`src/rtl/core/msdr_pkg.sv`:
```
// Shared types and constants for the mode switch disparity ramp block.
// No dependencies; every other file in rtl/core imports this package.
package msdr_pkg;

    localparam int DISPARITY_WIDTH_DEF    = 16;
    localparam int POSITION_FRAC_BITS_DEF = 16;

    localparam int DURATION_W  = 24;
    localparam int EASING_W    = 2;
    localparam int MODE_W      = 8;
    localparam int VIEWS_W     = 8;
    localparam int TICK_W      = 20;
    localparam int CFG_INDEX_W = 1;
    localparam int CFG_DATA_W  = DURATION_W;

    localparam logic [VIEWS_W-1:0] MONO_MAX_VIEWS = VIEWS_W'(1);

    localparam logic CMD_REQUEST = 1'b0;
    localparam logic CMD_TICK    = 1'b1;

    localparam logic [CFG_INDEX_W-1:0] CFG_DURATION = 1'b0;
    localparam logic [CFG_INDEX_W-1:0] CFG_EASING   = 1'b1;

    localparam logic [EASING_W-1:0] EASE_LINEAR = 2'd0;
    localparam logic [EASING_W-1:0] EASE_CUBIC  = 2'd1;
    localparam logic [EASING_W-1:0] EASE_SMOOTH = 2'd2;

    typedef struct packed {
        logic [DURATION_W-1:0] duration;
        logic [EASING_W-1:0]   easing;
    } cfg_t;

    typedef enum logic [1:0] {
        PH_IDLE      = 2'd0,
        PH_FIRE_UP   = 2'd1,
        PH_DOWN_FIRE = 2'd2
    } phase_t;

    typedef enum logic {
        ALU_MUL = 1'b0,
        ALU_DIV = 1'b1
    } alu_op_t;

    typedef enum logic [2:0] {
        ST_IDLE,
        ST_DIV_WAIT,
        ST_EASE,
        ST_MUL1_WAIT,
        ST_MUL2_WAIT,
        ST_LERP,
        ST_LERP_WAIT,
        ST_EMIT
    } seq_state_t;

endpackage

```
`src/rtl/core/msdr_alu.sv`:
```
// Shared shift-add multiplier / restoring divider, one bit per cycle.
// A single adder serves both operations. Uses msdr_pkg.
module msdr_alu
    import msdr_pkg::*;
#(
    parameter int UW        = 36,
    parameter int MUL_STEPS = 18,
    parameter int DIV_STEPS = 36
)
(
    input  logic          clk,
    input  logic          rst_n,
    input  logic          start,
    input  alu_op_t       op,
    input  logic [UW-1:0] opa,
    input  logic [UW-1:0] opb,
    output logic          busy,
    output logic          done,
    output logic [UW-1:0] result
);

    localparam int MAX_STEPS = (MUL_STEPS > DIV_STEPS) ? MUL_STEPS : DIV_STEPS;
    localparam int CW        = $clog2(MAX_STEPS + 1);

    logic [UW-1:0] acc_reg, acc_next;
    logic [UW-1:0] a_reg, a_next;
    logic [UW-1:0] b_reg, b_next;
    logic [CW-1:0] cnt_reg, cnt_next;
    alu_op_t       op_reg, op_next;
    logic          busy_reg, busy_next;
    logic          done_reg, done_next;

    logic [UW-1:0] rem_sh;
    logic [UW-1:0] add_x;
    logic [UW-1:0] add_y;
    logic [UW:0]   sum;
    logic          is_div;
    logic          geq;

    always_comb
    begin
        is_div = (op_reg == ALU_DIV);
        // divider: bring down the next numerator bit, try to subtract
        rem_sh = {acc_reg[UW-2:0], a_reg[DIV_STEPS-1]};
        add_x  = is_div ? rem_sh : acc_reg;
        add_y  = is_div ? ~b_reg : (b_reg[0] ? a_reg : '0);
        sum    = {1'b0, add_x} + {1'b0, add_y} + {{UW{1'b0}}, is_div};
        geq    = sum[UW];
    end

    always_comb
    begin
        acc_next  = acc_reg;
        a_next    = a_reg;
        b_next    = b_reg;
        cnt_next  = cnt_reg;
        op_next   = op_reg;
        busy_next = busy_reg;
        done_next = 1'b0;
        if (start && !busy_reg)
        begin
            acc_next  = '0;
            a_next    = opa;
            b_next    = opb;
            op_next   = op;
            cnt_next  = (op == ALU_DIV) ? CW'(DIV_STEPS) : CW'(MUL_STEPS);
            busy_next = 1'b1;
        end
        else if (busy_reg)
        begin
            if (is_div)
            begin
                acc_next = geq ? sum[UW-1:0] : rem_sh;
                a_next   = {a_reg[UW-2:0], geq};
            end
            else
            begin
                acc_next = sum[UW-1:0];
                a_next   = {a_reg[UW-2:0], 1'b0};
                b_next   = {1'b0, b_reg[UW-1:1]};
            end
            cnt_next = cnt_reg - 1'b1;
            if (cnt_reg == CW'(1))
            begin
                busy_next = 1'b0;
                done_next = 1'b1;
            end
        end
    end

    always_ff @(posedge clk or negedge rst_n)
    begin
        if (!rst_n)
        begin
            cnt_reg  <= '0;
            op_reg   <= ALU_MUL;
            busy_reg <= 1'b0;
            done_reg <= 1'b0;
        end
        else
        begin
            cnt_reg  <= cnt_next;
            op_reg   <= op_next;
            busy_reg <= busy_next;
            done_reg <= done_next;
        end
    end

    always_ff @(posedge clk)
    begin
        acc_reg <= acc_next;
        a_reg   <= a_next;
        b_reg   <= b_next;
    end

    assign busy   = busy_reg;
    assign done   = done_reg;
    // quotient collects in the low bits of a_reg
    assign result = is_div ? a_reg : acc_reg;

endmodule

```
`config.mk`:
```
export PLATFORM = sky130hd
export DESIGN_NAME = msdr_alu
export DESIGN_NICKNAME = d
export VERILOG_FILES = /design/src/rtl/core/msdr_pkg.sv /design/src/rtl/core/msdr_alu.sv
export SDC_FILE = /design/constraint.sdc
export NUM_CORES = 1
export LEC_CHECK = 0
export BUFFER_PORTS_ARGS = -buffer_cell sky130_fd_sc_hd__buf_4
export CAP_MARGIN = 20
export CORE_MARGIN = 2
export CORE_UTILIZATION = 60
export CTS_BUF_LIST = sky130_fd_sc_hd__clkbuf_2
export DETAILED_ROUTE_END_ITERATION = 6
export PLACE_DENSITY = 0.85
export SLEW_MARGIN = 20
export SYNTH_ARGS = -nofsm -noshare
export SYNTH_HDL_FRONTEND = slang
export SYNTH_SLANG_ARGS = --single-unit
```
`constraint.sdc`:
```
create_clock -name clk -period 13.7 [get_ports clk]
set_input_delay 0.685 -clock clk [delete_from_list [all_inputs] [get_ports clk]]
set_output_delay 0.685 -clock clk [all_outputs]
set_load 0.005 [all_outputs]
```
# --- Yosys cells after proc, flatten, opt, wreduce, memory -nomap -nowiden ---
# Index checks and enable logic that the tools add are counted.
word_totals:
  word_cells: 38
  inputBits: 76
  output_inout_bits: 38
  reg_bits: 117
op_classes:
  eq_ne: 2
  addsub: 3
  n_reduce_logical: 4
  bitwise_logic: 1
  n_mux: 21
op_table:
  columns: ["cell", "count"]
  rows:
  - ["36-bit 2-to-1 mux", 11]
  - ["36-bit by 36-bit adder with 37-bit output", 1]
  - ["37-bit by 1-bit adder with 37-bit output", 1]
  - ["36-bit inverter", 1]
  - ["6-bit 2-to-1 mux", 3]
  - ["1-bit 2-to-1 mux", 7]
  - ["6-bit by 1-bit == test with 1-bit output (second input constant)", 1]
  - ["6-bit by 1-bit subtractor with 6-bit output (second input constant)", 1]
  - ["2-bit by 1-bit != test with 1-bit output (second input constant)", 1]
  - ["2-bit AND reduction", 1]
  - ["2-bit nonzero test", 1]
  - ["1-bit logical AND", 1]
  - ["1-bit logical NOT", 1]

# --- Logic depth before layout (Yosys ltp) ---
# Gate-level depths: netlist of the first run.
logic_depth:
  word_depth: 7
  mapped_depth: 18
  ltp_nobuf: 14

# --- Least setup slack after synthesis of the first run ---
# No wires, ideal clock.
synth_path:
  path_kind: "flip-flop to flip-flop"
  from: "reg op_reg, in the netlist is_div"
  to: "reg acc_reg[13]"
  setup_time_ps: 160
  synth_period_minus_slack_ps: 4334
  path_slack_ps: 9366
  n_path_buf: 4
  arrival_time_ps: 4174
  required_ps: 13540
  path_stages_with_launch: 18
  path_cell_list: "dfrtp_1 clkbuf_1 nor2b_1 clkbuf_1 clkbuf_1 a21oi_1 fa_1 fa_1 nor2b_1 o31a_1 o211a_4 o21ai_2 o31ai_4 a31oi_4 o311ai_4 buf_6 mux2i_1 o22ai_1"
synth_via:
  elab_chain_len: 5
  elab_cells_between_ends: 6
  cone_classes: "add/sub: 2; mux: 4"
synth_rtl:
  columns: ["item", "line_no", "source"]
  rows:
  - ["from (decl)", "msdr_alu.sv:29", "alu_op_t op_reg, op_next;"]
  - ["from (signal assigned)", "msdr_alu.sv:103", "op_reg <= op_next;"]
  - ["36-bit 2-to-1 mux (on tied branches)", "msdr_alu.sv:45, msdr_alu.sv:46", null]
  - ["36-bit by 36-bit adder with 37-bit output", "msdr_alu.sv:47", "sum = {1'b0, add_x} + {1'b0, add_y} + {{UW{1'b0}}, is_div};"]
  - ["37-bit by 1-bit adder with 37-bit output", "msdr_alu.sv:47", null]
  - ["36-bit 2-to-1 mux", "msdr_alu.sv:73", "acc_next = geq ? sum[UW-1:0] : rem_sh;"]
  - ["36-bit 2-to-1 mux *", "msdr_alu.sv:71", "if (is_div)"]
  - ["to (signal assigned)", "msdr_alu.sv:111", "acc_reg <= acc_next;"]
  - ["to (decl)", "msdr_alu.sv:25", "logic [UW-1:0] acc_reg, acc_next;"]
# Every way passes the cells marked *; elsewhere a longest branch is shown, timed or not.
# A chain may end at the register's enable or synchronous reset.

# --- Worst setup path in the final report of the first run ---
# Ends and elaborated chain as after synthesis.

==> summary by stage, run 1 <==
Setup path
The required time of the worst setup path is 14.29 ns. The cell repeated most along the worst path is buf_4. The classification of the worst setup path is register to register. The family of cells with the greatest summed delay on the critical path is compound AO/OA/AOI/OAI gates.

For this run, the slowest stage of the critical path takes 0.85 ns. In this run the worst path has a maximum fanout of 40. The element type at the critical path end is a register. The highest-delay cell along the critical path is o311ai_4.

Together, buffers and inverters on the worst path number 4. At the worst endpoint, the arrival time is 6.08 ns. The worst setup path is launched from a register. The critical path goes through buf_4, nor2b_2, buf_4, nand2_1, o21ai_0, inv_1, fa_1, nor2b_1, o31a_1, o211a_4, o21ai_2, o31ai_4, a31oi_4, o311ai_4, buf_4, mux2i_1, o22ai_1.

Placed design
Input and output buffers added on the ports amount to 113. The weighted congestion reported at the end of routability-driven placement is 0.953. The number of placed cells counting well taps is 1,172.

The HPWL reported at the end of detailed placement is 13,300 um.

GRT
The pin count of the biggest net entering global routing is 78. The number of antenna violations at the first check in global routing is 0. Across every metal layer, demand over resource in global routing totals 26.7%. The first global-routing pass estimated 31,100 um of wire.

The number of global-route vias before repair is 6,629. The total overflow left after global routing is 0.

Die
From bottom edge to top edge, the die measures 120 um. 114 I/O pins were placed. The count of standard-cell rows is 42.

The core region area is 13,200 um^2. The floorplan step defined a die boundary enclosing 14,400 um^2. The starting utilization of the core area is 61.2%. The die is 120 um wide.

CTS
The longest clock path from root to sink contains 2 buffers. The later pin in the worst-skew pair is clocked with a latency of 0.75 ns. TritonCTS built the clock tree.

The clock transition time at the flip-flop clock pins of the worst setup and hold paths is 0.18 ns. In this run the post-CTS setup repair buffer count came out at 0. The count of clock tree sinks is 117. The number of resized instances in the post-cts repair step is 0.

The CTS buffer count is 17. Clock tree synthesis selected as its root buffer the cell clkbuf_2. The deepest level of the CTS H-tree is 4.

Detailed routing
The detailed router placed 6,927 vias in this run. For this run, design rule violations remaining after detail routing come to 0. The wire length per cell after detailed routing is 15.6 um.

For this block, the initial DRC count from the detailed router was 536. The number of vias per cell is 5.75. The routed design has 18,800 um of wire. For this run, the detailed router's first-pass iteration total came to 7.

Once detail routing completed, the nets flagged for antenna violations numbered 0.

Synthesis
In the synthesized netlist the dominant register cell turns out to be edfxtp_1. The count of flip-flops with a built-in enable after synthesis is 72. The Yosys step of the flow raised 0 warnings. The number of instances in the synthesized netlist is 926. By area the synthesized netlist is led by edfxtp_1 (27%), nand2_1 (13%), mux2_2 (9.9%).

The async set-or-reset flop fraction in the synthesized netlist is 7.69%. The cell area after synthesis is 8070 um^2. A synthesized cell averages 8.72 um^2. Counting flops and latches in the post-synthesis netlist gives 117. When the netlist entered floorplanning its net count stood at 1,041. Yosys mapped the design onto 65 distinct sky130hd cell types. The portion of the post-synthesis area used by sequential elements is 38.5%. The portion of synthesized cell area occupied by the leading cell type is 26.8%.

The most area-hungry cell type in the Yosys netlist is edfxtp_1.

Timing
Setup repair after global routing left no endpoint under its margin. Subtracting the final worst setup slack from the clock period gives 5.49 ns. The highest clock frequency the design can meet is 0.182 GHz. The number of endpoints failing setup at the final stage is 0.

In the final timing run, aggregate negative setup slack is 0 ns. The count of pins over their slew limit is 0. The actual slew at the worst max-slew pin is 0.959 ns. The number of hold violations in the final report is 0.

For the final database, setup skew stands at 0.0539 ns. The worst hold margin is 0.189 ns. The final critical path takes up 40.1% of the cycle. The worst pin sits at a relative slew slack of 35.7%.

Layout
Counting the fill cells in the layout gives 1,029. Cells fill 70.1% of the core in the end. The final net count is 1,131. The synthesis-to-layout area growth is 14.5%. The number of antenna diodes in the final layout is 0. Of the cells placed in the final design, the portion with a size suffix greater than 1 is 23.0%.

The number of non-filler instances in the completed layout is 1,205.

Run
The count of maximum capacitance violations is 0.

Hold path
The min-delay analysis places its worst path in the category primary input to register.

Status
The run finished with clean final reports.
[per-stage QoR]
stage                     instance area, um^2  setup WS, ns
after floorplan                          8070          9.37
after global placement                   9000          8.45
after detailed placement                 9000          8.33
after CTS                                9240          8.26
after global routing                     9240          7.80
final                                    9240          8.21
[Yosys cell counts (3+ instances only)]
cell type,count
o31a_1,5
o21ai_1,24
nor2_1,33
xnor2_1,21
nor4_1,3
clkbuf_1,42
o2bb2a_1,4
o22ai_1,3
o21ai_0,71
ha_1,37
a22o_1,3
mux2i_1,27
inv_1,15
o21bai_1,5
buf_1,5
buf_6,3
edfxtp_1,72
a31oi_1,5
nor3_1,5
xor2_1,8
o211ai_1,3
o21a_1,10
a41oi_1,3
a21o_1,19
or2_2,5
nor3b_1,4
dfrtp_1,9
dfxtp_1,36
nand4_1,6
nand2_1,277
or3_1,3
mux2_2,71
nand3_1,7
a21oi_1,38
nor2b_1,8
[cell type report]
class | instances | area (um^2) | share of cell area, %
clock buffers | 18 | 90.1 | 0.975
clock inverters | 14 | 143 | 1.54
flip-flops and latches | 117 | 3110 | 33.6
well taps | 176 | 220 | 2.38
inverters | 16 | 60.1 | 0.650
repair buffers | 123 | 926 | 10.0
multi-input cells | 741 | 4690 | 50.8
[path summary, 6_finish.rpt]
kind	cells after the start	slack [ns]	from	end
setup reg to reg	17	8.21	is_div$_DFFE_PN0P_	acc_reg[13]$_SDFFE_PP0P_
hold / removal	2	0.19	start	cnt_reg[3]$_DFFE_PN0P_
max in group asynchronous	2	13.24	rst_n	is_div$_DFFE_PN0P_
min in group asynchronous	2	0.27	rst_n	cnt_reg[0]$_DFFE_PN0P_
hold reg to reg	2	0.49	acc_reg[5]$_SDFFE_PP0P_	acc_reg[5]$_SDFFE_PP0P_
setup / recovery	17	8.21	is_div$_DFFE_PN0P_	acc_reg[13]$_SDFFE_PP0P_
[cells in the final DEF, fill, tap and decap left out, types with 7 or more instances in the layout]
master    synthesis  final
o21a_1           10     10
o21ai_0          71     71
mux2_2           71     71
nand2_1         277    277
dfxtp_1          36     36
clkbuf_2          0     18
xor2_1            8      8
mux2i_1          27     27
dfrtp_1           9      8
a21o_1           19     19
nand3_1           7      7
buf_4             1    122
inv_1            15     14
o21ai_1          24     24
xnor2_1          21     21
nor2_1           33     32
edfxtp_1         72     72
a21oi_1          38     38
ha_1             37     37
[routing by layer]
metal	up-vias	global-route usage [%]	routed length, um
met5	-	0	0
met4	0	7.72	193
met3	19	6.46	1070
met2	199	44.0	8980
met1	3238	35.1	8590
li1	3471	-	-
[cell families after synthesis]
kind of cell	synth area share [%]
AOI/OAI and AO/OA	17.1
xor gates and xnor gates	3.15
adders and majority gates	6.23
buffers and inverters	3.50
DFF	38.5
muxes	13.3
and+or+nand+nor	18.2
[timing repair]
action                     4_1_cts  5_1_grt
setup endpoints to repair        0        0
hold buffers                     1        0
hold endpoints to repair         9        0
Power of run 1 is not shown: default switching activity piles up to over one toggle a cycle in this logic, so the estimate is an artifact.
==> inputs of run 2 (changes only) <==
- clock period: 13.7 -> 5.6 ns (I/O delays scaled with it)
==> run 2 against run 1 <==
Effect of this change:
- clock skew decreased by 0.0050 ns
- final area increased by 8.7%
- hold slack improved by 0.14 ns
- clock-buffer cell count increased by 2
- worst setup slack got worse by 7.0 ns
- fmax increased by 26%
- via count increased by 7.6%
- die area unchanged
- critical path depth decreased by 3
- largest cell class unchanged
- highest routed layer unchanged
==> summary by stage, run 2 (same netlist as run 1, synthesis figures left out) <==
Timing
The time the worst path needs with I/O delays and setup is 4.36 ns (was 5.49 ns). The max-slew headroom at the worst pin is 33.7% (was 35.7%). The actual slew at the worst max-slew pin is 0.989 ns (was 0.959 ns).

The summed negative setup slack over all endpoints is 0 ns (unchanged). The number of hold violations in the final report is 0 (unchanged). The clock tree skew after final layout is 0.0489 ns (was 0.0539 ns). The count of pins over their slew limit came to 0 (unchanged). The highest clock frequency the design can meet was 0.229 GHz (was 0.182 GHz).

The number of endpoints failing setup at the final stage is 0 (unchanged). The worst hold margin came to 0.331 ns (was 0.189 ns). RSZ-0062 raised after global routing: false (unchanged). The part of the cycle the worst path needs was 77.9% (was 40.1%).

Setup path
The number of cells on the worst reg-to-reg path is 14 (was 17). The classification of the worst setup path is register to register (unchanged). The element type at the critical path end was a register (unchanged). The arrival time of the worst setup path is 4.96 ns (was 6.08 ns). The highest-delay cell along the critical path is fa_1 (was o311ai_4). The reg-to-reg setup timing slack is 1.24 ns (was 8.21 ns). The critical path startpoint category is a register (unchanged). The maximum single-stage delay on the critical path is 0.45 ns (was 0.85 ns). Ordered cell list for the critical path: buf_4, mux2i_1, fa_1, fa_1, nor2b_1, o31a_1, o211a_4, o21ai_2, o31ai_4, a31oi_4, o311ai_4, buf_4, mux2i_1, o22ai_1 (was buf_4, nor2b_2, buf_4, nand2_1, o21ai_0, inv_1, fa_1, nor2b_1, o31a_1, o211a_4, o21ai_2, o31ai_4, a31oi_4, o311ai_4, buf_4, mux2i_1, o22ai_1). The start of the worst register-to-register path is is_div$_DFFE_PN0P_ (unchanged). The top fanout value on the critical path came to 34 (was 40). The count of buffering cells on the critical path with inverters included came to 2 (was 4).

The family of cells with the greatest summed delay on the critical path was compound AO/OA/AOI/OAI gates (unchanged). The endpoint of the most critical register-to-register path is acc_reg[16]$_SDFFE_PP0P_ (was acc_reg[13]$_SDFFE_PP0P_). The required time of the worst setup path came to 6.20 ns (was 14.29 ns).

CTS
The TritonCTS clock tree is built (unchanged). The buffer levels on the longest clock path is 2 (unchanged). The count of clock tree sinks was 117 (unchanged).

The CTS buffer count is 17 (unchanged). The clock transition time at the flip-flop clock pins of the worst setup and hold paths is 0.18 ns (about the same). The post-CTS repair timing setup buffer count was 0 (unchanged). The library cell used as clock root buffer is clkbuf_2 (unchanged). The insertion delay to the later sink of the worst-skew pair is 0.76 ns (was 0.75 ns). The deepest level of the CTS H-tree is 4 (unchanged).

Hold path
The capture endpoint of the worst hold path is is_div$_DFFE_PN0P_ (was cnt_reg[3]$_DFFE_PN0P_). The class of the tightest hold or removal check is primary input to register (unchanged). The worst min-delay path startpoint is op (was start). The number of cells on the worst hold path is 4 (was 2).

Die
The height of the die is 120 um (unchanged). The number of I/O pins is 114 (unchanged). The core region area came to 13,200 um^2 (unchanged).

The area enclosed by the die boundary is 14,400 um^2 (unchanged). The count of standard-cell rows is 42 (unchanged). The starting utilization of the core area is 61.2% (unchanged).

The floorplan die width came to 120 um (unchanged).

Layout
The design area is 10,000 um^2 (was 9240 um^2). The most common library cell in the layout ignoring fill and taps is nand2_1 (unchanged). The count of inserted antenna diode cells is 0 (unchanged). Highest-count cells in the layout ignoring fill and taps: nand2_1 (277), buf_4 (125), dlygate4sd3_1 (76) (was nand2_1 (277), buf_4 (122), edfxtp_1 (72)). The final net count is 1,209 (was 1,131). The final-layout fill cell count is 916 (was 1,029).

The share of layout cells above drive strength 1 is 21.8% (was 23.0%). The register area was 3110 um^2 (unchanged). The synthesis-to-layout area growth was 24.4% (was 14.5%).

The combined area of the multi-input logic cells was 4690 um^2 (unchanged). The final design utilization is 76.1% (was 70.1%).

Placed design
The weighted congestion reported at the end of routability-driven placement is 0.959 (was 0.953). The total placed instance area is 9020 um^2 (was 9000 um^2). The count of port buffers added during placement is 113 (unchanged). The HPWL reported at the end of detailed placement is 13,400 um (was 13,300 um).

GRT
The overall global routing resource usage is 29.7% (was 26.7%). The wire length of the first global-routing pass came to 34,200 um (was 31,100 um). The number of global-route vias before repair is 7,159 (was 6,629). The global route total overflow is 0 (unchanged). The number of antenna violations at the first check in global routing was 0 (unchanged). The pin count of the biggest net entering global routing was 76 (was 78).

Detailed routing
The residual DRC count came to 0 (unchanged). The via count is 7,455 (was 6,927). The final wirelength is 21,100 um (was 18,800 um). The wire length per cell after detailed routing is 16.5 um (was 15.6 um). The number of search-and-repair iterations in the first detailed-routing pass is 6 (was 7). The number of vias per cell is 5.81 (was 5.75). The starting DRC count in detailed routing is 629 (was 536). The remaining antenna violation count after routing is 0 (unchanged).

Run
The count of maximum capacitance violations is 0 (unchanged).

Status
Outcome: finished clean (unchanged).
[run 2: cell types whose count changed in the layout (fill, tap and decap cells not counted)]
cell / previous run / this run
buf_4: 122 / 125
clkinvlp_4: 1 / 2
clkinv_2: 6 / 3
bufinv_16: 3 / 4
dlygate4sd3_1: 1 / 76
clkbuf_2: 18 / 20
clkinv_1: 5 / 4
[run 2: final cells by class]
cell class	instances	share of cell area [%]
Clock inverter	12	1.61
Clock buffer	20	0.997
Tap cell	176	2.19
Multi-Input combinational cell	741	46.7
Inverter	16	0.598
Sequential cell	117	31.0
Timing Repair Buffer	201	16.9
[run 2: per-layer routing]
metal  global-route usage, %  share of wire, %  wire [um]  up-vias
met5                       0                 0          0        -
met4                    9.93               2.1        452        0
met3                    7.70               6.6       1400       48
met2                    48.4                48      10100      302
met1                    38.4                43       9120     3479
li1                        -                 -          -     3626
[run 2: how the worst max path moves through the flow]
stage / startpoint / to / slack, ns / cells past startpoint
floorplan: is_div$_DFFE_PN0P_ / acc_reg[13]$_SDFFE_PP0P_ / 1.27 / 17
global placement: is_div$_DFFE_PN0P_ / acc_reg[16]$_SDFFE_PP0P_ / 1.48 / 14
detailed placement: is_div$_DFFE_PN0P_ / acc_reg[16]$_SDFFE_PP0P_ / 1.34 / 14
CTS: is_div$_DFFE_PN0P_ / acc_reg[16]$_SDFFE_PP0P_ / 1.27 / 14
global route: is_div$_DFFE_PN0P_ / acc_reg[16]$_SDFFE_PP0P_ / 1.05 / 14
finish: is_div$_DFFE_PN0P_ / acc_reg[16]$_SDFFE_PP0P_ / 1.24 / 14
[run 2: metrics by stage]
step	instances	setup WS, ns
finish	1283	1.24
global route	1283	1.05
CTS	1283	1.27
detailed placement	1175	1.34
global placement	1175	1.48
floorplan	926	1.27
[run 2: worst min-delay path, delay by kind of cell]
family | cells | cell delay [ns]
buf+inv | 2 | 0.64
simple gates | 1 | 0.06
compound gates | 1 | 0.06
[run 2: what timing repair did]
item,CTS,global route
gates resized for setup,0,0
hold buffers,76,0
hold endpoints to repair,88,0
Power of run 2 is left out for the same reason.
==> inputs of run 3 (changes only) <==
- CORE_UTILIZATION: 60 -> 54
- PLACE_DENSITY: 0.85 -> 0.81
- clock period: 5.6 -> 3.54 ns (I/O delays scaled with it)
==> run 3 against run 2 <==
Effect of this change:
- the flow now finishes with violations (design-rule violations, negative setup slack)
- fmax grew 20%
- hold slack lost 0.071 ns
- die area grew 11%
- via count grew 5.2%
- sequential cell count is the same
- global-route usage shrank 1.4 points
- non-clock buffer count grew 88
- highest routed layer unchanged
==> summary by stage, run 3 (same netlist as run 1, synthesis figures left out) <==
Status
Outcome: finished, violations left (was finished clean). The checks that failed: design-rule violations, negative setup slack.

Timing
The number of hold violations in the final report came to 0 (unchanged). The part of the cycle the worst path needs came to 103% (was 77.9%). The final critical-path setup slack came to -0.0924 ns (was 1.24 ns). The actual slew at the worst max-slew pin is 0.677 ns (was 0.989 ns). The count of pins over their slew limit was 0 (unchanged). The clock tree skew after final layout is 0.0388 ns (was 0.0489 ns). The worst hold margin is 0.260 ns (was 0.331 ns).

The time the worst path needs with I/O delays and setup is 3.63 ns (was 4.36 ns). RSZ-0062 raised after global routing: true (was false). The number of endpoints failing setup at the final stage is 24 (was 0).

The max-slew headroom at the worst pin is 54.7% (was 33.7%). The highest clock frequency the design can meet is 0.275 GHz (was 0.229 GHz).

Layout
The share of layout cells above drive strength 1 is 28.5% (was 21.8%). The final design utilization is 74.9% (was 76.1%). The final-layout fill cell count was 1,033 (was 916). Highest-count cells in the layout ignoring fill and taps: nand2_1 (277), buf_4 (199), dlygate4sd3_1 (76) (was nand2_1 (277), buf_4 (125), dlygate4sd3_1 (76)). The design area is 10,900 um^2 (was 10,000 um^2).

The count of inserted antenna diode cells is 0 (unchanged). The combined area of the multi-input logic cells is 4770 um^2 (was 4690 um^2). The register area is 3110 um^2 (unchanged).

The synthesis-to-layout area growth is 35.3% (was 24.4%). The final net count is 1,298 (was 1,209). The most common library cell in the layout ignoring fill and taps is nand2_1 (unchanged).

Detailed routing
The starting DRC count in detailed routing was 625 (was 629). The number of search-and-repair iterations in the first detailed-routing pass is 7 (was 6). The number of vias per cell is 5.68 (was 5.81).

The via count was 7,843 (was 7,455). The wire length per cell after detailed routing is 16.6 um (was 16.5 um). The remaining antenna violation count after routing is 0 (unchanged). The final wirelength was 22,900 um (was 21,100 um). The residual DRC count was 11 (was 0).

Die
The count of standard-cell rows was 44 (was 42). The core region area is 14,600 um^2 (was 13,200 um^2). The area enclosed by the die boundary is 15,900 um^2 (was 14,400 um^2).

The starting utilization of the core area came to 55.3% (was 61.2%). The height of the die is 126 um (was 120 um). The floorplan die width came to 126 um (was 120 um). The number of I/O pins is 114 (unchanged).

CTS
The CTS buffer count is 17 (unchanged). The library cell used as clock root buffer is clkbuf_2 (unchanged). The insertion delay to the later sink of the worst-skew pair is 0.74 ns (was 0.76 ns).

The TritonCTS clock tree is built (unchanged). The clock transition time at the flip-flop clock pins of the worst setup and hold paths is 0.17 ns (was 0.18 ns). The buffer levels on the longest clock path is 2 (unchanged). The deepest level of the CTS H-tree is 4 (unchanged). The count of clock tree sinks was 117 (unchanged).

GRT
The number of antenna violations at the first check in global routing is 0 (unchanged). The number of global-route vias before repair is 7,759 (was 7,159). The global route total overflow is 0 (unchanged). The overall global routing resource usage was 28.3% (was 29.7%).

The wire length of the first global-routing pass was 36,800 um (was 34,200 um). The pin count of the biggest net entering global routing is 38 (was 76).

Setup path
The family of cells with the greatest summed delay on the critical path is compound AO/OA/AOI/OAI gates (unchanged). The top fanout value on the critical path came to 8 (was 34). The element type at the critical path end was a register (unchanged). The highest-delay cell along the critical path is dfrtp_2 (was fa_1). The reg-to-reg setup timing slack was -0.09 ns (was 1.24 ns). The number of cells on the worst reg-to-reg path is 15 (was 14). The classification of the worst setup path is register to register (unchanged). Ordered cell list for the critical path: buf_12, mux2i_1, fa_2, fa_2, nor2b_2, o31a_1, o211a_4, o21ai_4, o31ai_4, a31oi_4, o311ai_4, buf_12, clkbuf_16, mux2i_1, o21ai_1 (was buf_4, mux2i_1, fa_1, fa_1, nor2b_1, o31a_1, o211a_4, o21ai_2, o31ai_4, a31oi_4, o311ai_4, buf_4, mux2i_1, o22ai_1). The maximum single-stage delay on the critical path was 0.53 ns (was 0.45 ns). The endpoint of the most critical register-to-register path is acc_reg[9]$_SDFFE_PP0P_ (was acc_reg[16]$_SDFFE_PP0P_). The arrival time of the worst setup path is 4.24 ns (was 4.96 ns). The critical path startpoint category is a register (unchanged). The start of the worst register-to-register path is is_div$_DFFE_PN0P_ (unchanged). The required time of the worst setup path was 4.15 ns (was 6.20 ns). The count of buffering cells on the critical path with inverters included is 3 (was 2).

Hold path
The number of cells on the worst hold path is 3 (was 4). The worst min-delay path startpoint is start (was op). The class of the tightest hold or removal check was primary input to register (unchanged). The capture endpoint of the worst hold path is cnt_reg[3]$_DFFE_PN0P_ (was is_div$_DFFE_PN0P_).

Placed design
The weighted congestion reported at the end of routability-driven placement is 0.898 (was 0.959). The total placed instance area is 9710 um^2 (was 9020 um^2). The HPWL reported at the end of detailed placement was 15,200 um (was 13,400 um). The count of port buffers added during placement is 113 (unchanged).

Run
The count of maximum capacitance violations was 0 (unchanged).
==> run 3: final cells by class <==
| cell class | count | area share (%) |
|---|---|---|
| timing repair buffer | 289 | 23.1 |
| clock inverter | 13 | 1.07 |
| tap | 184 | 2.11 |
| sequential | 117 | 28.5 |
| inverter | 16 | 0.665 |
| clock buffer | 19 | 0.871 |
| timing repair inverter | 1 | 0.0802 |
| multi-input combinational | 741 | 43.7 |
==> run 3: timing repair <==
item | 4_1_cts | 5_1_grt
hold buffers | 76 | 0
pin swaps | 0 | 6
endpoints found under the hold margin | 88 | 0
setup endpoints to repair | 25 | 36
setup buffers | 3 | 7
gates resized for setup | 10 | 18
gates cloned | 1 | 2
==> run 3: per-layer routing <==
| metal | GRT usage (%) | routed length, um |
|---|---|---|
| met5 | 0 | 0 |
| met4 | 8.47 | 440 |
| met3 | 5.18 | 1390 |
| met2 | 49.8 | 11600 |
| met1 | 35.5 | 9490 |
==> run 3: worst max-delay path by stage <==
stage,start,end,slack [ns],cells after the start
after floorplan,is_div$_DFFE_PN0P_,acc_reg[13]$_SDFFE_PP0P_,-0.28,17
after global placement,is_div$_DFFE_PN0P_,acc_reg[1]$_SDFFE_PP0P_,0.02,15
after detailed placement,is_div$_DFFE_PN0P_,acc_reg[35]$_SDFFE_PP0P_,-0.08,15
after CTS,is_div$_DFFE_PN0P_,acc_reg[18]$_SDFFE_PP0P_,0.003,16
after global routing,is_div$_DFFE_PN0P_,acc_reg[9]$_SDFFE_PP0P_,-0.23,16
final,is_div$_DFFE_PN0P_,acc_reg[9]$_SDFFE_PP0P_,-0.09,15
==> run 3: metrics by stage <==
stage	instances	setup slack [ns]	TNS (ns)
after floorplan	926	-0.281	-7.61
after global placement	1259	0.0221	0
after detailed placement	1259	-0.0775	-0.186
after CTS	1371	0.00345	0
after global routing	1380	-0.232	-6.03
final	1380	-0.0924	-0.694
==> run 3: worst min-delay path: stages <==
cell and delay, ns:
dlygate4sd3_1 0.54, buf_4 0.17, o22ai_1 0.07
Power of run 3 is left out for the same reason.
